$ cat src/rtl/gps_pkg.sv
package gps_pkg;

  // Frame codes; codes six and seven are never reached and act as an analog poll.
  localparam logic [2:0] FR_DIGITAL = 3'd0;
  localparam logic [2:0] FR_ENTER   = 3'd1;
  localparam logic [2:0] FR_LOCK    = 3'd2;
  localparam logic [2:0] FR_MAP     = 3'd3;
  localparam logic [2:0] FR_EXIT    = 3'd4;
  localparam logic [2:0] FR_ANALOG  = 3'd5;

  // Item operations.
  localparam logic OP_START = 1'b0;
  localparam logic OP_BYTE  = 1'b1;

  // Register byte addresses.
  localparam logic [2:0] ADDR_ANALOG_ENABLE = 3'd0;

  // Frame lengths in byte slots.
  localparam logic [3:0] SHORT_FRAME_LEN = 4'd5;
  localparam logic [3:0] LONG_FRAME_LEN  = 4'd9;

  typedef struct packed {
    logic       operation;
    logic [7:0] rx_byte;
  } item_t;

  typedef struct packed {
    logic [7:0]  cmd_byte;
    logic        attention_low;
    logic        frame_done;
    logic [15:0] buttons;
    logic [7:0]  right_x;
    logic [7:0]  right_y;
    logic [7:0]  left_x;
    logic [7:0]  left_y;
  } result_t;

  // Command byte sent in a given slot of a given frame.
  function automatic logic [7:0] cmd_for(input logic [2:0] frame, input logic [3:0] slot,
                                         input logic [7:0] motor);
    logic [7:0] cmd;
    cmd = 8'h00;
    case (frame)
      FR_DIGITAL: begin
        case (slot)
          4'd0:    cmd = 8'h01;
          4'd1:    cmd = 8'h42;
          default: cmd = 8'h00;
        endcase
      end
      FR_ENTER: begin
        case (slot)
          4'd0:    cmd = 8'h01;
          4'd1:    cmd = 8'h43;
          4'd3:    cmd = 8'h01;
          default: cmd = 8'h00;
        endcase
      end
      FR_LOCK: begin
        case (slot)
          4'd0:    cmd = 8'h01;
          4'd1:    cmd = 8'h44;
          4'd3:    cmd = 8'h01;
          4'd4:    cmd = 8'h03;
          default: cmd = 8'h00;
        endcase
      end
      FR_MAP: begin
        case (slot)
          4'd0:                         cmd = 8'h01;
          4'd1:                         cmd = 8'h4D;
          4'd4:                         cmd = 8'h01;
          4'd5, 4'd6, 4'd7, 4'd8:       cmd = 8'hFF;
          default:                      cmd = 8'h00;
        endcase
      end
      FR_EXIT: begin
        case (slot)
          4'd0:                         cmd = 8'h01;
          4'd1:                         cmd = 8'h43;
          4'd4, 4'd5, 4'd6, 4'd7, 4'd8: cmd = 8'h5A;
          default:                      cmd = 8'h00;
        endcase
      end
      default: begin
        case (slot)
          4'd0:       cmd = 8'h01;
          4'd1:       cmd = 8'h42;
          4'd3, 4'd4: cmd = motor;
          default:    cmd = 8'h00;
        endcase
      end
    endcase
    return cmd;
  endfunction

endpackage

$ cat src/rtl/gamepad_poll_sequencer.sv
// Channel    | Signals                                   | Payload
// item       | item_valid, item_stall, item              | gps_pkg::item_t
// result     | result_valid, result_stall, result        | gps_pkg::result_t
// config     | psel, penable, pwrite, paddr, pwdata, ... | analog_enable at 0x0
//
// One item is taken per cycle while item_stall is low; each item gives one result
// through the input register, then the sequencer step into the result register.
// The sequencer step is a table lookup and a few compares between the two registers.
// Reset (rst, synchronous) empties both registers and returns to the first digital poll.
// A stalled result holds; item_stall rises once the input register is full and cannot drain.
module gamepad_poll_sequencer #(
  parameter int INIT_POLLS = 3
) (
  input  logic              clk,
  input  logic              rst,
  input  logic              item_valid,
  output logic              item_stall,
  input  gps_pkg::item_t    item,
  output logic              result_valid,
  input  logic              result_stall,
  output gps_pkg::result_t  result,
  input  logic              psel,
  input  logic              penable,
  input  logic              pwrite,
  input  logic [2:0]        paddr,
  input  logic [31:0]       pwdata,
  output logic [31:0]       prdata,
  output logic              pready
);
  import gps_pkg::*;

  localparam logic [1:0] InitPolls = 2'(INIT_POLLS);

  logic        analog_enable;
  logic        in_valid;
  item_t       in_item;
  logic        advance;

  logic [2:0]  frame_index, frame_index_next;
  logic [3:0]  slot_index, slot_index_next;
  logic [1:0]  init_poll_count, init_poll_count_next;
  logic [7:0]  motor_level, motor_level_next;
  logic [15:0] button_latch, button_latch_next;
  logic [7:0]  axis_latch [4];
  logic [7:0]  axis_latch_next [4];
  logic        frame_active, frame_active_next;
  logic [7:0]  capture [6];
  logic [7:0]  capture_next [6];
  result_t     result_next;

  // Configuration port.
  assign pready = 1'b1;
  assign prdata = (paddr == ADDR_ANALOG_ENABLE) ? {31'd0, analog_enable} : 32'd0;

  always_ff @(posedge clk) begin
    if (rst) begin
      analog_enable <= 1'b1;
    end else if (psel && penable && pwrite && pready && paddr == ADDR_ANALOG_ENABLE) begin
      analog_enable <= pwdata[0];
    end
  end

  // Handshake: the input register drains whenever the result register is free.
  assign advance    = in_valid && (!result_valid || !result_stall);
  assign item_stall = in_valid && !advance;

  always_ff @(posedge clk) begin
    if (rst) begin
      in_valid <= 1'b0;
    end else if (item_valid && !item_stall) begin
      in_valid <= 1'b1;
    end else if (advance) begin
      in_valid <= 1'b0;
    end
  end

  always_ff @(posedge clk) begin
    if (item_valid && !item_stall) begin
      in_item <= item;
    end
  end

  // Sequencer step for the transaction in the input register.
  always_comb begin
    logic [3:0] slot_inc;
    logic [3:0] frame_len;
    frame_index_next     = frame_index;
    slot_index_next      = slot_index;
    init_poll_count_next = init_poll_count;
    motor_level_next     = motor_level;
    button_latch_next    = button_latch;
    axis_latch_next      = axis_latch;
    frame_active_next    = frame_active;
    capture_next         = capture;
    result_next          = '0;
    slot_inc             = slot_index + 4'd1;
    frame_len            = (frame_index == FR_DIGITAL || frame_index == FR_ENTER)
                           ? SHORT_FRAME_LEN : LONG_FRAME_LEN;

    if (in_item.operation == OP_START) begin
      // Start a frame; digital if analog is off, setup once initial polls are done.
      if (!analog_enable) begin
        frame_index_next     = FR_DIGITAL;
        init_poll_count_next = 2'd0;
      end else if (frame_index == FR_DIGITAL && init_poll_count >= InitPolls) begin
        frame_index_next = FR_ENTER;
      end
      frame_active_next         = 1'b1;
      slot_index_next           = 4'd0;
      result_next.cmd_byte      = cmd_for(frame_index_next, 4'd0, motor_level);
      result_next.attention_low = 1'b1;
    end else if (frame_active) begin
      // Slots three to eight are captured.
      for (int i = 0; i < 6; i++) begin
        if (slot_index == 4'(i + 3)) begin
          capture_next[i] = in_item.rx_byte;
        end
      end
      if (slot_inc >= frame_len) begin
        frame_active_next      = 1'b0;
        slot_index_next        = 4'd0;
        result_next.frame_done = 1'b1;
        if (frame_index == FR_DIGITAL) begin
          button_latch_next = {capture_next[1], capture_next[0]};
          if (analog_enable && init_poll_count < InitPolls) begin
            init_poll_count_next = init_poll_count + 2'd1;
          end
        end else if (frame_index >= FR_ANALOG) begin
          button_latch_next  = {capture_next[1], capture_next[0]};
          axis_latch_next[0] = capture_next[2];
          axis_latch_next[1] = capture_next[3];
          axis_latch_next[2] = capture_next[4];
          axis_latch_next[3] = capture_next[5];
          motor_level_next   = capture_next[1][0] ? 8'h00 : 8'hFF;
        end else begin
          frame_index_next = frame_index + 3'd1;
        end
      end else begin
        slot_index_next           = slot_inc;
        result_next.cmd_byte      = cmd_for(frame_index, slot_inc, motor_level);
        result_next.attention_low = 1'b1;
      end
    end

    result_next.buttons = button_latch_next;
    result_next.right_x = axis_latch_next[0];
    result_next.right_y = axis_latch_next[1];
    result_next.left_x  = axis_latch_next[2];
    result_next.left_y  = axis_latch_next[3];
  end

  // Sequencer state.
  always_ff @(posedge clk) begin
    if (rst) begin
      frame_index     <= FR_DIGITAL;
      slot_index      <= 4'd0;
      init_poll_count <= 2'd0;
      motor_level     <= 8'h00;
      button_latch    <= 16'hFFFF;
      axis_latch      <= '{default: 8'h00};
      frame_active    <= 1'b0;
      capture         <= '{default: 8'h00};
    end else if (advance) begin
      frame_index     <= frame_index_next;
      slot_index      <= slot_index_next;
      init_poll_count <= init_poll_count_next;
      motor_level     <= motor_level_next;
      button_latch    <= button_latch_next;
      axis_latch      <= axis_latch_next;
      frame_active    <= frame_active_next;
      capture         <= capture_next;
    end
  end

  // Result register.
  always_ff @(posedge clk) begin
    if (rst) begin
      result_valid <= 1'b0;
    end else if (advance) begin
      result_valid <= 1'b1;
    end else if (!result_stall) begin
      result_valid <= 1'b0;
    end
  end

  always_ff @(posedge clk) begin
    if (advance) begin
      result <= result_next;
    end
  end

`ifndef SYNTHESIS
  // A transaction that ends a frame releases attention.
  a_done_releases: assert property (@(posedge clk) disable iff (rst)
    (result_valid && result.frame_done) |-> !result.attention_low)
    else $error("frame_done with attention still low");

  // The frame is no longer active after its last byte.
  a_done_clears_active: assert property (@(posedge clk) disable iff (rst)
    (advance && result_next.frame_done) |=> !frame_active)
    else $error("frame still active after its last byte");

  // The initial poll count never runs past its limit.
  a_init_count_bound: assert property (@(posedge clk) disable iff (rst)
    init_poll_count <= InitPolls || INIT_POLLS == 0 && init_poll_count == 2'd0)
    else $error("initial poll count past its limit");

  // The motor level is either fully off or fully on.
  a_motor_level: assert property (@(posedge clk) disable iff (rst)
    motor_level == 8'h00 || motor_level == 8'hFF)
    else $error("motor level not off or full");
`endif

endmodule
$ cat config.mk
export PLATFORM = sky130hd
export DESIGN_NAME = gamepad_poll_sequencer
export DESIGN_NICKNAME = d
export VERILOG_FILES = /design/src/rtl/gps_pkg.sv /design/src/rtl/gamepad_poll_sequencer.sv
export SDC_FILE = /design/constraint.sdc
export NUM_CORES = 1
export LEC_CHECK = 0
export BUFFER_PORTS_ARGS = -buffer_cell sky130_fd_sc_hd__buf_2
export CAP_MARGIN = 15
export CORE_UTILIZATION = 51
export DETAILED_ROUTE_END_ITERATION = 16
export HOLD_SLACK_MARGIN = 0.05
export PLACE_DENSITY = 0.85
export REMOVE_ABC_BUFFERS = 1
export SLEW_MARGIN = 20
export SYNTH_ARGS = -nofsm -noshare
export SYNTH_HDL_FRONTEND = slang
export SYNTH_SLANG_ARGS = --single-unit
$ cat constraint.sdc
create_clock -name clk -period 2.58 [get_ports clk]
set_clock_uncertainty 0.15 [all_clocks]
set_input_delay 0.129 -clock clk [delete_from_list [all_inputs] [get_ports clk]]
set_output_delay 0.129 -clock clk [all_outputs]
set_load 0.02 [all_outputs]
* Word level (Yosys, flattened, before mapping) *
Cells that the tools add are included.

storage, ports and cells
  bits of input ports = 51
  output and inout port bits = 93
  flip-flop bits (word level) = 184
  logic and storage cells = 150

cells by class
  add/subtract/negate cells = 3
  $lt $le $gt $ge = 4
  eq/ne operators = 26
  bitwise gates (word level) = 3
  mux-type cells = 54
  reductions and logical operators = 30

operators by type and width
  cell                   number
  $mux W32               5
  $mux W16               5
  $mux W8                9
  $pmux W8 S3            2
  $pmux W7 S3            2
  $pmux W8 S5            1
  $eq A4 B3 Y1 const B   8
  $pmux W7 S2            2
  $mux W3                8
  $reduce_and A6 Y1      3
  $mux W4                4
  $mux W2                7
  $ne A2 B1 Y1 const B   6
  $mux W1                9
  $eq A4 B2 Y1 const B   2
  $eq A4 B4 Y1 const B   2
  $logic_and A1 B1 Y1    8
  $eq A3 B2 Y1 const B   2
  $logic_not A3 Y1       2
  $reduce_or A2 Y1       3
  $reduce_or A5 Y1       1
  $add A4 B1 Y4 const B  1
  $eq A4 B1 Y1 const B   1
  $ge A4 B4 Y1           1
  18 further kinds       26

* Depth between registers and ports, before layout *
  word-level depth = 9
  mapped depth = 10
  mapped depth without buffers = 8

* Worst setup path after synthesis *
No wires, ideal clock.

  path kind = register -> register
  start point = register result_valid
  end point = register capture[40] (netlist bit)
  period minus slack after synthesis = 2.620 ns
  required time = 2.302 ns
  path buffers = 1
  library setup time = 0.128 ns
  cell stages (with the launch flop) = 9
  arrival = 2.343 ns
  slack = -0.040 ns
  path through = dfxtp_1 -> nand2_1 -> nand2_1 -> inv_2 -> nand3_1 -> buf_1 -> nor3_4 -> mux2i_1 -> nor2_1

between the ends
  cells in the longest elaborated chain, start to end = 4

ends and longest elaborated chain
  what                                line                           text
  start, declared                     gamepad_poll_sequencer.sv:19   output logic result_valid,
  start signal, assigned              gamepad_poll_sequencer.sv:178  result_valid <= 1'b0;
  start signal, assigned              gamepad_poll_sequencer.sv:180  result_valid <= 1'b1;
  start signal, assigned              gamepad_poll_sequencer.sv:182  result_valid <= 1'b0;
  $logic_not A1 Y1                    gamepad_poll_sequencer.sv:64   assign advance = in_valid && (!result_valid || !result_stall);
  $logic_or A1 B1 Y1                  gamepad_poll_sequencer.sv:64
  $logic_and A1 B1 Y1                 gamepad_poll_sequencer.sv:64
  net advance                         gamepad_poll_sequencer.sv:37   logic advance;
  $reduce_and A3 Y1 (no source line)  n/a
  end signal, assigned                gamepad_poll_sequencer.sv:171  capture <= capture_next;
  end, declared                       gamepad_poll_sequencer.sv:47   logic [7:0] capture [6];

The timed path passes the listed nets, and every way through them passes these cells.
A chain may end at the register's enable or synchronous reset.

==> key figures <==
Clock tree
  – H-tree depth: 4
  – CTS sink cnt: 176
  – Clk buf depth: 2
  – Post-CTS setup buffer count: 0
  – CTS buffer count: 17
  – Clk root buf: clkbuf_16
  – Worst-path clk slew: approximately 0.07 ns
  – Clock latency on the worst-skew pair: 0.43 ns
  – TritonCTS clock tree: yes

Logic synthesis
  – Mapped Area: 8200 um^2
  – Post-Synth Adder-Cell Area: 1.98%
  – Yosys warnings: 0
  – Multiplexer area fraction after synthesis: between 10% and 20%
  – Share of the synthesized area in the top cell type: 26.9%
  – Synth Area in XOR/XNOR: 0.427%
  – Compound-Gate Fraction of Synth Area: 16.2%
  – Post-synth ARST share: 0%
  – Synth Instances: 809
  – Post-synth EDFFs: 66
  – Flops & latches, synth: 176
  – Mean Syn Cell Area: 10.1 um^2
  – Simple-Gate Fraction of Synth Area: 12.6%
  – Area leader, netlist: dfxtp_1
  – Post-synth cell types: 63
  – Primary FF master, synth: dfxtp_1
  – Largest family of logic cells by synthesized area: compound AO/OA/AOI/OAI gates
  – Sequential area share after synthesis: 51.1%
  – Top post-synthesis cells by area: dfxtp_1, edfxtp_1, mux2i_1

Worst hold path
  – HP Start: item[1]
  – Hold path cells: 2
  – Hold crit path type: in -> reg

Finish
  – Area of the multi-input gates: 3520 um^2
  – Number of antenna diodes: 0
  – Nets: 959
  – Area Overhead vs Synth: 15.3%
  – Layout cell share with drive strength beyond 1: 21.7%
  – FILL cells: between 1000 and 1500
  – Sequential cell area: roughly 4200 um^2
  – Final Util: about three fifths

Timing
  – Min Tclk post-route: 2.47 ns
  – Count of final setup violators: 0
  – Period utilization: 95.6%
  – Tightest Pin Transition: 0.781 ns
  – Final Worst Setup Slack: 0.114 ns
  – Final Hold Fails: 0
  – Max Freq: 0.405 GHz
  – TNS Setup: 0 ns
  – RSZ-0062 raised after global routing: no
  – Final Max Slew Viols: 0
  – Slew margin rel.: 47.9%

Place
  – GPL Wtd Cong: 0.833
  – PortBufs: 80
  – Pre-CTS WS: 0.0341 ns
  – DP Wirelength: 10100 um

Global routing
  – Vias in the first global route: roughly 5500
  – All-Layer GR Usage: 20.4%
  – Total congestion overflow: 0
  – Largest net degree at the start of global routing: slightly above 90
  – Antenna violations before repair: 0
  – First-pass GRT wire length: 26500 um

Status
  – Outcome: complete, no violations

Power and ir drop
  – Pwr/cell area: 585 nW/um^2
  – Leak: 3.57 nW
  – Worst-case vdd ir drop: roughly 0.49 mV

Critical path
  – Critical path class: reg -> reg
  – Crit-path max FO: 64
  – Worst Reg2Reg Path Length in Cells: 8
  – Crit-path max cell delay: 0.48 ns
  – Worst Setup SP: slot_index[1]$_SDFFE_PP0P_
  – Crit path DAT: between 2 and 2.5 ns
  – Most frequent CP cell: nand2_1
  – Worst path slowest cell: or3_2
  – Setup crit start kind: flip-flop
  – Crit-path cells: ha_1 -> a21o_1 -> nand2_1 -> a32o_2 -> or3_2 -> buf_12 -> nand2_1 -> o21ai_0
  – Worst r2r src: slot_index[1]$_SDFFE_PP0P_
  – Req. time, crit path: 2.59 ns
  – Setup crit end kind: flip-flop

Die
  – Die area: 16600 um^2
  – Row count: 45
  – Core area: 15400 um^2
  – Die Y: between 100 and 150 um
  – Initial Util: 53.1%
  – Die width: 129 um
  – I/O Pins: about 140

Detailed routing
  – Post-route ant nets: 0
  – DRT iter0 DRCs: 399
  – Drt pass-1 iters: 5
  – Total number of vias: 5955
  – DR DRC count: 0
  – DR vias/cell: 5.32
  – WL final: about 16000 um
  – Post-DR wirelength/cell: 14.2 um

Run
  – Max-Cap Viols: 0
==> layout make-up <==
cell class                      instances  share of cell area [%]
Tap cell                              211                    2.79
Sequential cell                       176                    44.3
Timing Repair Buffer                  127                    9.40
Clock buffer                           18                    4.54
Inverter                               13                   0.516
Multi-Input combinational cell        560                    37.3
Clock inverter                         14                    1.15
==> logic make-up (layout without fill, tap and decap cells) <==
kind of cell,count (synthesis),in the layout
and+or+nand+nor,223,223
AOI/OAI and AO/OA,212,212
DFF,176,176
buffers and inverters,103,172
muxes,76,76
adders and majority gates,13,13
xor gates and xnor gates,4,4
other,2,32
==> what timing repair did <==
action	4_1_cts	5_1_grt
setup endpoints to repair	0	55
resized for setup	0	7
hold buffers	18	0
hold endpoints to repair	27	0
==> power by group <==
group / internal [mW] / switching [mW]
Sequential: 2.91 / 0.0372
Combinational: 0.0676 / 0.164
Clock: 1.25 / 1.10
Total: 4.23 / 1.30
==> worst max-delay path: cells and delay by family (launching register included) <==
kind / cells / cell delay, ns
compound gates: 3 / 0.47
buf+inv: 1 / 0.20
fa+ha+maj: 1 / 0.25
flops: 1 / 0.42
simple gates: 3 / 0.66
==> layout by cell type (no fill, tap or decap), drive strengths merged, types with 44 or more instances in the layout <==
cell,synthesis,layout
edfxtp,66,66
nor2,68,68
mux2i,44,44
nand2,92,92
o21ai,87,87
dfxtp,110,110
buf,61,109
a21oi,52,52
==> path summary, 6_finish.rpt <==
| path | to | slack, ns |
|---|---|---|
| setup / recovery | result[30]$_DFFE_PP_ | 0.11 |
| hold / removal | in_item[1]$_DFFE_PP_ | 0.24 |
| setup reg to reg | result[30]$_DFFE_PP_ | 0.11 |
| hold reg to reg | button_latch[12]$_SDFFE_PP1P_ | 0.32 |
==> stage by stage <==
stage	total power [mW]	hold slack [ns]	area (um^2)	cells
2_1_floorplan	3.11	0.0436	7740	749
3_3_place_gp	3.22	0.159	8720	1069
3_5_place_dp	3.22	0.157	8720	1069
4_1_cts	5.56	0.231	9440	1119
5_1_grt	5.70	0.245	9450	1119
6_report	5.53	0.243	9450	1119
==> state kept, by name, indices dropped and copies added, names as in the netlist <==
| name | cells |
|---|---|
| analog_enable | 1 |
| axis_latch | 32 |
| button_latch | 16 |
| capture | 48 |
| frame_active | 1 |
| frame_index | 3 |
| in_item | 9 |
| in_valid | 1 |
| init_poll_count | 2 |
| motor_level | 1 |
| result | 57 |
| result_valid | 1 |
| slot_index | 4 |
==> metal layers <==
layer	share of wire, %	GRT usage [%]	vias up
met4	2.4	8.03	0
met5	0	0	-
li1	-	-	2960
met3	4.1	4.03	34
met2	48	33.3	166
met1	46	26.7	2795
==> synth_stat cells, drive strengths merged, types with 2 or more instances <==
library cell and instances:
a21boi 3, a41o 2, a21oi 52, nor3b 2, and2 4, nor4bb 2, o21a 3, nand4 2
dfxtp 110, a211oi 32, mux2i 44, clkbuf 29, buf 61, a32oi 2, ha 13, nor2 68
nor2b 24, edfxtp 66, and3b 2, o22ai 3, a21o 2, xor2 3, or3 3, nand2 92
nand2b 3, nand3 11, inv 13, and3 2, conb 2, mux2 32, o31ai 2, nor3 5
a211o 16, o21ai 87
Note: power is estimated with default switching activity, not from simulation.
